$ cat config.mk
export PLATFORM = sky130hd
export DESIGN_NAME = bcd_datetime_to_epoch
export DESIGN_NICKNAME = d
export VERILOG_FILES = /design/src/hdl/b2e_pkg.sv /design/src/hdl/b2e_decode.sv /design/src/hdl/b2e_days.sv /design/src/hdl/b2e_scale.sv /design/src/hdl/bcd_datetime_to_epoch.sv
export VERILOG_INCLUDE_DIRS = /design/src /design/src/hdl
export SDC_FILE = /design/constraint.sdc
export NUM_CORES = 1
export LEC_CHECK = 0
export ABC_AREA = 1
export BUFFER_PORTS_ARGS = -buffer_cell sky130_fd_sc_hd__buf_2
export CORE_AREA = 2 2 248 250
export CTS_BUF_LIST = sky130_fd_sc_hd__clkbuf_8
export DETAILED_ROUTE_END_ITERATION = 16
export DIE_AREA = 0 0 250 252
export SYNTH_ARGS = -nofsm -noshare
export SYNTH_HDL_FRONTEND = slang
export SYNTH_SLANG_ARGS = --single-unit
$ cat constraint.sdc
create_clock -name aclk -period 4.44 [get_ports aclk]
set_input_delay 0.888 -clock aclk [delete_from_list [all_inputs] [get_ports aclk]]
set_output_delay 0.888 -clock aclk [all_outputs]
set_load 0.005 [all_outputs]
$ cat src/hdl/bcd_datetime_to_epoch_macros.svh
// assertion macros for the bcd to epoch converter
// no dependencies; included by the top level only
`ifndef BCD_DATETIME_TO_EPOCH_MACROS_SVH
`define BCD_DATETIME_TO_EPOCH_MACROS_SVH

// same-cycle implication, checked outside reset
`define B2E_ASSERT_IMPLY(label, clk, rstn, lhs, rhs) \
    label: assert property (@(posedge clk) disable iff (!(rstn)) (lhs) |-> (rhs)) \
        else $error("b2e assertion failed");

// next-cycle implication, checked outside reset
`define B2E_ASSERT_NEXT(label, clk, rstn, lhs, rhs) \
    label: assert property (@(posedge clk) disable iff (!(rstn)) (lhs) |=> (rhs)) \
        else $error("b2e assertion failed");

`endif

$ cat src/hdl/b2e_pkg.sv
// shared types, constants and calendar helpers for the bcd to epoch converter
// no dependencies
`default_nettype none

package b2e_pkg;

    localparam int unsigned BYTE_W   = 8;
    localparam int unsigned EPOCH_W  = 32;
    localparam int unsigned DAYS_W   = 16;
    localparam int unsigned SOD_W    = 17;

    // range limits of the decoded fields
    localparam logic [7:0] YEAR_MAX  = 8'd100;
    localparam logic [7:0] MONTH_MAX = 8'd12;
    localparam logic [7:0] DAY_MAX   = 8'd31;
    localparam logic [7:0] HOUR_MAX  = 8'd23;
    localparam logic [7:0] MINSEC_MAX = 8'd59;

    // days from 1970-01-01 to 2000-01-01
    localparam logic [DAYS_W-1:0] DAYS_TO_2000 = 16'd10957;
    localparam logic [EPOCH_W-1:0] SEC_PER_DAY = 32'd86400;
    localparam logic [EPOCH_W-1:0] EPOCH_MAX   = 32'd4133980799;

    // decoded and range checked fields
    typedef struct packed {
        logic       ok;
        logic [6:0] yy;
        logic [3:0] month;
        logic [4:0] day;
        logic [4:0] hour;
        logic [5:0] min;
        logic [5:0] sec;
    } b2e_dec_t;

    // day count and partial second-of-day sums
    typedef struct packed {
        logic              ok;
        logic [DAYS_W-1:0] days;
        logic [SOD_W-1:0]  sod_h;
        logic [11:0]       sod_ms;
    } b2e_days_t;

    // scaled day count and full second of day
    typedef struct packed {
        logic               ok;
        logic [EPOCH_W-1:0] prod;
        logic [SOD_W-1:0]   sod;
    } b2e_prod_t;

    // high nibble times ten plus low nibble, no digit check
    function automatic logic [7:0] bcd_decode(input logic [7:0] b);
        return {4'd0, b[7:4]} * 8'd10 + {4'd0, b[3:0]};
    endfunction

    // days before the first of the month in a common year
    function automatic logic [8:0] days_before_month(input logic [3:0] m);
        logic [8:0] d;
        case (m)
            4'd1:    d = 9'd0;
            4'd2:    d = 9'd31;
            4'd3:    d = 9'd59;
            4'd4:    d = 9'd90;
            4'd5:    d = 9'd120;
            4'd6:    d = 9'd151;
            4'd7:    d = 9'd181;
            4'd8:    d = 9'd212;
            4'd9:    d = 9'd243;
            4'd10:   d = 9'd273;
            4'd11:   d = 9'd304;
            4'd12:   d = 9'd334;
            default: d = 9'd0;
        endcase
        return d;
    endfunction

endpackage

`default_nettype wire

$ cat src/hdl/b2e_decode.sv
// stage one: bcd decode of the six bytes and range check
// depends on b2e_pkg
`default_nettype none

module b2e_decode
    import b2e_pkg::*;
(
    input  wire logic                 aclk,
    input  wire logic                 aresetn,
    input  wire logic                 in_valid,
    output logic                      in_ready,
    input  wire logic [6*BYTE_W-1:0]  in_data,   // sec, min, hour, day, month, year
    output logic                      out_valid,
    input  wire logic                 out_ready,
    output b2e_dec_t                  out_data
);

    logic [7:0] sec_d, min_d, hour_d, day_d, month_d, yy_d;
    logic       valid_reg;
    b2e_dec_t   data_reg, data_next;

    // decode each byte
    always_comb begin
        sec_d   = bcd_decode(in_data[7:0]);
        min_d   = bcd_decode(in_data[15:8]);
        hour_d  = bcd_decode(in_data[23:16]);
        day_d   = bcd_decode(in_data[31:24]);
        month_d = bcd_decode(in_data[39:32]);
        yy_d    = bcd_decode(in_data[47:40]);
    end

    // range check and narrowing
    always_comb begin
        data_next.ok    = (yy_d <= YEAR_MAX) && (month_d != 8'd0) && (month_d <= MONTH_MAX) &&
                          (day_d != 8'd0) && (day_d <= DAY_MAX) && (hour_d <= HOUR_MAX) &&
                          (min_d <= MINSEC_MAX) && (sec_d <= MINSEC_MAX);
        data_next.yy    = yy_d[6:0];
        data_next.month = month_d[3:0];
        data_next.day   = day_d[4:0];
        data_next.hour  = hour_d[4:0];
        data_next.min   = min_d[5:0];
        data_next.sec   = sec_d[5:0];
    end

    assign in_ready = !valid_reg || out_ready;

    // stage register
    always_ff @(posedge aclk) begin
        if (!aresetn) begin
            valid_reg <= 1'b0;
        end else if (in_ready) begin
            valid_reg <= in_valid;
        end
    end

    always_ff @(posedge aclk) begin
        if (in_valid && in_ready) begin
            data_reg <= data_next;
        end
    end

    assign out_valid = valid_reg;
    assign out_data  = data_reg;

endmodule

`default_nettype wire

$ cat src/hdl/b2e_days.sv
// stage two: day count since 1970 and partial second-of-day terms
// depends on b2e_pkg
`default_nettype none

module b2e_days
    import b2e_pkg::*;
(
    input  wire logic      aclk,
    input  wire logic      aresetn,
    input  wire logic      in_valid,
    output logic           in_ready,
    input  wire b2e_dec_t  in_data,
    output logic           out_valid,
    input  wire logic      out_ready,
    output b2e_days_t      out_data
);

    logic              valid_reg;
    b2e_days_t         data_reg, data_next;
    logic [DAYS_W-1:0] year_days;
    logic [DAYS_W-1:0] leap_days;
    logic              leap_adj;

    // 2000 is leap, 2100 is not; year range stops at 2100
    always_comb begin
        leap_days = {9'd0, 7'((in_data.yy + 7'd3) >> 2)};
        year_days = DAYS_TO_2000 + {9'd0, in_data.yy} * 16'd365 + leap_days;
        leap_adj  = (in_data.yy[1:0] == 2'd0) && (in_data.yy != YEAR_MAX[6:0]) &&
                    (in_data.month > 4'd2);
    end

    // day count, day past month end runs on linearly
    always_comb begin
        data_next.ok     = in_data.ok;
        data_next.days   = year_days + {7'd0, days_before_month(in_data.month)} +
                           {15'd0, leap_adj} + {11'd0, in_data.day} - 16'd1;
        data_next.sod_h  = {12'd0, in_data.hour} * 17'd3600;
        data_next.sod_ms = {6'd0, in_data.min} * 12'd60 + {6'd0, in_data.sec};
    end

    assign in_ready = !valid_reg || out_ready;

    // stage register
    always_ff @(posedge aclk) begin
        if (!aresetn) begin
            valid_reg <= 1'b0;
        end else if (in_ready) begin
            valid_reg <= in_valid;
        end
    end

    always_ff @(posedge aclk) begin
        if (in_valid && in_ready) begin
            data_reg <= data_next;
        end
    end

    assign out_valid = valid_reg;
    assign out_data  = data_reg;

endmodule

`default_nettype wire

$ cat src/hdl/b2e_scale.sv
// stages three and four: days to seconds, final sum and output register
// depends on b2e_pkg
`default_nettype none

module b2e_scale
    import b2e_pkg::*;
(
    input  wire logic          aclk,
    input  wire logic          aresetn,
    input  wire logic          in_valid,
    output logic               in_ready,
    input  wire b2e_days_t     in_data,
    output logic               out_valid,
    input  wire logic          out_ready,
    output logic [EPOCH_W-1:0] out_epoch,
    output logic               out_ok
);

    logic               mul_valid_reg;
    b2e_prod_t          mul_reg, mul_next;
    logic               mul_ready;
    logic               sum_valid_reg;
    logic [EPOCH_W-1:0] epoch_reg, epoch_next;
    logic               ok_reg;

    // multiply the day count, finish the second of day
    always_comb begin
        mul_next.ok   = in_data.ok;
        mul_next.prod = {16'd0, in_data.days} * SEC_PER_DAY;
        mul_next.sod  = in_data.sod_h + {5'd0, in_data.sod_ms};
    end

    assign mul_ready = !sum_valid_reg || out_ready;
    assign in_ready  = !mul_valid_reg || mul_ready;

    always_ff @(posedge aclk) begin
        if (!aresetn) begin
            mul_valid_reg <= 1'b0;
        end else if (in_ready) begin
            mul_valid_reg <= in_valid;
        end
    end

    always_ff @(posedge aclk) begin
        if (in_valid && in_ready) begin
            mul_reg <= mul_next;
        end
    end

    // final add, rejected sets give zero
    assign epoch_next = mul_reg.ok ? (mul_reg.prod + {15'd0, mul_reg.sod}) : '0;

    always_ff @(posedge aclk) begin
        if (!aresetn) begin
            sum_valid_reg <= 1'b0;
        end else if (mul_ready) begin
            sum_valid_reg <= mul_valid_reg;
        end
    end

    always_ff @(posedge aclk) begin
        if (mul_valid_reg && mul_ready) begin
            epoch_reg <= epoch_next;
            ok_reg    <= mul_reg.ok;
        end
    end

    assign out_valid = sum_valid_reg;
    assign out_epoch = epoch_reg;
    assign out_ok    = ok_reg;

endmodule

`default_nettype wire

$ cat src/hdl/bcd_datetime_to_epoch.sv
// top level: bcd rtc date and time to unix seconds, four-stage pipeline
// depends on b2e_pkg, b2e_decode, b2e_days, b2e_scale and the macros header
//
// channel  dir  tdata                                       tuser
// s_       in   sec, min, hour, day, month, year (8b each)  none
// m_       out  epoch_seconds (32b)                         valid_res (1b)
//
// one word accepted per cycle, sustained, while m_tready stays high
// four register stages: decode, days, multiply, sum; an accepted word passes through
// them in that order, and m_tvalid rises once the word is held in the sum stage
// the days-to-seconds multiply by 86400 sets the stage depth
// reset clears the stage valid bits only; payload registers are not reset
// a stall holds every full stage; s_tready drops once all four stages are full
`default_nettype none

`include "bcd_datetime_to_epoch_macros.svh"

module bcd_datetime_to_epoch
    import b2e_pkg::*;
(
    input  wire logic                 aclk,
    input  wire logic                 aresetn,
    input  wire logic                 s_tvalid,
    output logic                      s_tready,
    input  wire logic [6*BYTE_W-1:0]  s_tdata,   // sec_bcd, min_bcd, hour_bcd, day_bcd,
                                                 // month_bcd, year_bcd
    output logic                      m_tvalid,
    input  wire logic                 m_tready,
    output logic [EPOCH_W-1:0]        m_tdata,   // epoch_seconds
    output logic [0:0]                m_tuser    // valid_res
);

    logic      dec_valid, dec_ready;
    b2e_dec_t  dec_data;
    logic      days_valid, days_ready;
    b2e_days_t days_data;
    logic      res_ok;

    b2e_decode u_decode (
        .aclk      (aclk),
        .aresetn   (aresetn),
        .in_valid  (s_tvalid),
        .in_ready  (s_tready),
        .in_data   (s_tdata),
        .out_valid (dec_valid),
        .out_ready (dec_ready),
        .out_data  (dec_data)
    );

    b2e_days u_days (
        .aclk      (aclk),
        .aresetn   (aresetn),
        .in_valid  (dec_valid),
        .in_ready  (dec_ready),
        .in_data   (dec_data),
        .out_valid (days_valid),
        .out_ready (days_ready),
        .out_data  (days_data)
    );

    b2e_scale u_scale (
        .aclk      (aclk),
        .aresetn   (aresetn),
        .in_valid  (days_valid),
        .in_ready  (days_ready),
        .in_data   (days_data),
        .out_valid (m_tvalid),
        .out_ready (m_tready),
        .out_epoch (m_tdata),
        .out_ok    (res_ok)
    );

    assign m_tuser = res_ok;

    // rejected sets come out as zero
    `B2E_ASSERT_IMPLY(a_reject_zero, aclk, aresetn, m_tvalid && !m_tuser[0], m_tdata == '0)
    // accepted sets never pass the end of 2100
    `B2E_ASSERT_IMPLY(a_epoch_max, aclk, aresetn, m_tvalid && m_tuser[0], m_tdata <= EPOCH_MAX)
    // an empty output stage leaves the whole pipe open
    `B2E_ASSERT_IMPLY(a_empty_ready, aclk, aresetn, !m_tvalid, s_tready)

endmodule

`default_nettype wire

# Word-level counts from Yosys, hierarchy flattened

Memories as Yosys holds them, arrays and structs flattened. A register that Yosys moved wholly into a read port is not among the register bits.
Cells that the tools add are included.

RAM bits: 0
Output and inout bits: 35
Memories: 1
ROM bits: 144
Latch bits: 0
Register bits after elaboration: 156

Memories:

| name             | depth | width | rd ports | clocked after memory_dff | wr ports | line          | text |
|---|---|---|---|---|---|---|---|
| (name not given) | 16    | 9     | 1        | 1                        | 0        | b2e_pkg.sv:58 | `case (m)` |

Eq/ne operators: 1
Reductions and logical operators: 24
Multiplexer cells: 1
Div/mod/pow operators: 0
Add/subtract/negate cells: 16
Shift-type cells: 0
$lt $le $gt $ge: 7
Multiply operators: 10
Bitwise gates (word level): 0

Operator list:

| cell                                                                            | number |
|---|---|
| 8-bit by 4-bit adder with 8-bit output                                          | 6 |
| 4-bit by 3-bit multiplier with 7-bit output, second input constant              | 6 |
| 16-bit by 5-bit adder with 16-bit output                                        | 2 |
| 32-bit by 17-bit adder with 32-bit output                                       | 1 |
| 16-bit by 10-bit multiplier with 25-bit output, second input constant           | 1 |
| 17-bit by 12-bit adder with 17-bit output                                       | 1 |
| 14-bit by 16-bit adder with 16-bit output, first input constant                 | 1 |
| 16-bit by 1-bit adder with 16-bit output                                        | 1 |
| 16-bit by 9-bit adder with 16-bit output                                        | 1 |
| 8-bit by 5-bit <= comparator with 1-bit output, second input constant           | 2 |
| 8-bit by 6-bit <= comparator with 1-bit output, second input constant           | 2 |
| 7-bit by 9-bit multiplier with 16-bit output, second input constant             | 1 |
| 8-bit nonzero test                                                              | 2 |
| 16-bit by 1-bit subtractor with 16-bit output, second input constant            | 1 |
| 1-bit logical AND                                                               | 13 |
| 5-bit by 8-bit multiplier with 13-bit output, second input constant             | 1 |
| 12-bit by 6-bit adder with 12-bit output                                        | 1 |
| 6-bit by 4-bit multiplier with 10-bit output, second input constant             | 1 |
| 8-bit by 4-bit <= comparator with 1-bit output, second input constant           | 1 |
| 8-bit by 7-bit <= comparator with 1-bit output, second input constant           | 1 |
| 7-bit by 2-bit adder with 7-bit output, second input constant                   | 1 |
| 7-bit inequality test, second input constant                                    | 1 |
| 4-bit by 2-bit greater-than comparator with 1-bit output, second input constant | 1 |
| 1-bit logical NOT                                                               | 4 |
| 3 further kinds                                                                 | 6 |

# Logic depth before layout (Yosys ltp)

Depth after elaboration: 10
Gate-level depth with buffers: 20
Gate-level depth less buffers: 20

# Modules after synthesis

From an unflattened synthesis, not the netlist that was laid out.

Cell total of the unflattened synthesis: 1815
Area, all modules: 15551.2 sq um

By module, submodules not included:

| module     | sequential area each (sq um) | times used | cells an instance | area an instance (sq um) |
|---|---|---|---|---|
| b2e_scale  | 2322.2                       | 1          | 965               | 7469.7 |
| b2e_days   | 1251.2                       | 1          | 518               | 5132.4 |
| b2e_decode | 1041.0                       | 1          | 332               | 2949.1 |

# Worst setup path after synthesis

Ideal clock, no wire load.

Path type: reg2reg
From: register u_decode.data_reg, in the netlist u_decode.out_data[26]
To: register u_days.data_reg, in the netlist u_days.out_data[41], data pin
Setup time: 252 ps
Stages on the path, launching flop included: 19
Clock period less this slack: 4477 ps
Slack: -37 ps
Arrival time: 4225 ps
Cells stage by stage: edfxtp_1 > inv_1 > fa_1 > inv_1 > ha_1 > inv_1 > fa_1 > inv_1 > fa_1 > fa_1 > fa_1 > nand3_1 > nand2_1 > a21boi_0 > o21ai_0 > nand3_1 > nand2_1 > nand2_1 > nand2_1

RTL lines:

| what                     | line             | text |
|---|---|---|
| start: declaration       | b2e_decode.sv:20 | `b2e_dec_t data_reg, data_next;` |
| start signal: assignment | b2e_decode.sv:58 | `data_reg <= data_next;` |
| end signal: assignment   | b2e_days.sv:54   | `data_reg <= data_next;` |
| end: declaration         | b2e_days.sv:19   | `b2e_days_t data_reg, data_next;` |

==> out/metrics.cfg <==
[floorplan]
num_rows = 90
die_w_microns = 250
start_util_pct = 24.8
core_area_sq_um = 60100
die-area_sq_um = 63000
io_pins = 87
fp.dieH_microns = 252

[sta]
slew_viol_final = 0
finalCritPeriodShare_pct = 98.6
worst_pin_slew_ps = 1180
slew_headroom_pct = 21.6
setup_viol_count_final = 0
skew_ps = 14.6
fin_crit_ps = 4380
hold_viol_final = 0
max_freq_ghz = 0.229
tns_ps = 0

[drt]
drc_errors = 0
drtIter0Drc = 415
via_per_inst = 4.24
vias = 10800
wl_mm = 31.0
antenna_left = 0
drtPass1Iterations = 5
wl_per_cell_microns = 12.2

[logic_synthesis]
synth_top_cells_by_area = edfxtp_1 (30%), ha_1 (21%), fa_1 (12%)
seq_area_frac_synth_pct = 32.1
synth.net_count = 1997
async_flop_share_pct = 0
syn_area_per_cell_sq_um = 9.33
synth.cells.most_frequent = inv_1 (300), nand2_1 (294), ha_1 (251)
synth_area_sq_um = 14900
ys_warn_count = 0
synth_top_area_share_pct = 30.3
synth_top_area_cell = edfxtp_1
synthFlopType = edfxtp_1
ys_ff_latch = 164
synth.distinct_cells = 40
synth_edf_count = 151
netlist_instances = 1601
synth.most_common_cell = inv_1

[finish]
drive_gt1_share_pct = 12.3
largest_reg_flops = 43
nets = 2138
area_growth_pct = 15.3
antennaDiodeCount = 0

[global_routing]
top_usage_layer = met2
grt_use_met3_pct = 1.53
use_met2_pct = 17.8
grtUsageMet1_pct = 13.1
antenna_found_initial = 0
grt_pass1_wl_mm = 52.6
grt_pass1_vias = 11100
grt.total_usage_pct = 10.1
grt_start_max_net_pins = 44
gr-total-overflow = 0

[critical_path]
crit_required_ps = 4670
crit_fanout = 5
critPathLaunchType = flop
critPathKind = reg2reg
cp.arrival_ps = 4600
end_kind = flop

[placed_design]
gp_congestion = 0.841
place_hpwl_mm = 25.9
port-buffer-count = 86

[clock_tree]
cts_tree = done
clkLatencyLatePin_ps = 480
cts_made_buffers = 17
clkTransAtPathRegs_ps = 90
cts_max_level = 4
cts_sinks = 164
cts-root-buf = clkbuf_8
hold_buffers = 0
cts_max_path_buffers = 2

[worst_hold_path]
min-delay-path-class = reg2reg

[status]
status = finished clean

[run]
drv_cap = 0

layer usage:
metal  share of wire, %  wire (microns)
met5                  0               0
met4                1.1             348
met3                2.9             892
met2                 48           14800
met1                 48           15000
final timing paths:
| path | start | slack [ps] | to | cells after the start |
|---|---|---|---|---|
| worst min-delay path | u_decode.out_data[1] | 420 | u_days.out_data[1] | 0 |
| worst max-delay path | u_decode.out_data[26] | 60 | u_days.out_data[43] | 18 |
| worst max register to register | u_decode.out_data[26] | 60 | u_days.out_data[43] | 18 |
| worst min register to register | u_decode.out_data[1] | 420 | u_days.out_data[1] | 0 |
critical path: stages (launching register included):
cell       delay (ps)
edfxtp_1          490
buf_4             180
buf_4             120
buf_4             140
fa_1              390
ha_1              200
inv_2              60
fa_1              400
fa_1              490
inv_1              40
ha_1              290
ha_2              200
fa_2              400
nand3_1           110
nand2_2            90
buf_4             150
nand3_1            90
o2111ai_2         140
xor2_1            170
area by class of cell:
type	instances	area [sq um]
fill	6347	42900
multi-input combinational	1131	9180
sequential	164	4790
inverter	303	1140
tap	782	978
timing repair buffer	125	723
clock buffer	17	234
clock inverter	15	176
placed cells by master (no fill, tap or decap), types with 25 or more instances in the layout:
cell type    n
a21oi_1     85
buf_2       86
buf_4       39
edfxtp_1   151
fa_1        92
ha_1       241
inv_1      297
nand2_1    291
nand3_1     90
nor2_1      87
o21ai_0     38
xnor2_1     25
xor2_1      52
repair_timing:
item / in CTS / in global routing
pin swaps: 3 / 15
resized for setup: 2 / 35
setup buffers: 3 / 13
setup endpoints to repair: 4 / 19
cells by family (layout without fill, tap and decap cells):
group                      after synthesis  count (layout)  share of synthesized area (%)
buffers and inverters                  306             460                           7.74
adders and majority gates              344             344                           33.5
AOI/OAI and AO/OA                      171             171                           6.46
xor gates and xnor gates                77              77                           4.51
and+or+nand+nor                        539             539                           15.7
DFF                                    164             164                           32.1
through the flow:
step	setup slack (ps)	hold WS, ps	cell area [sq um]	instances	util, %
after global routing	-87.8	442	17200	2537	28.7
after floorplan	36.7	400	14900	1601	-
after global placement	-1.86	401	16500	2489	27.5
after CTS	0.644	420	17000	2524	28.2
after detailed placement	-62.0	408	16500	2489	27.5
final	63.8	425	17200	2537	28.7
Power is not shown: default switching activity piles up to over one toggle a cycle in this logic, so the estimate is an artifact.
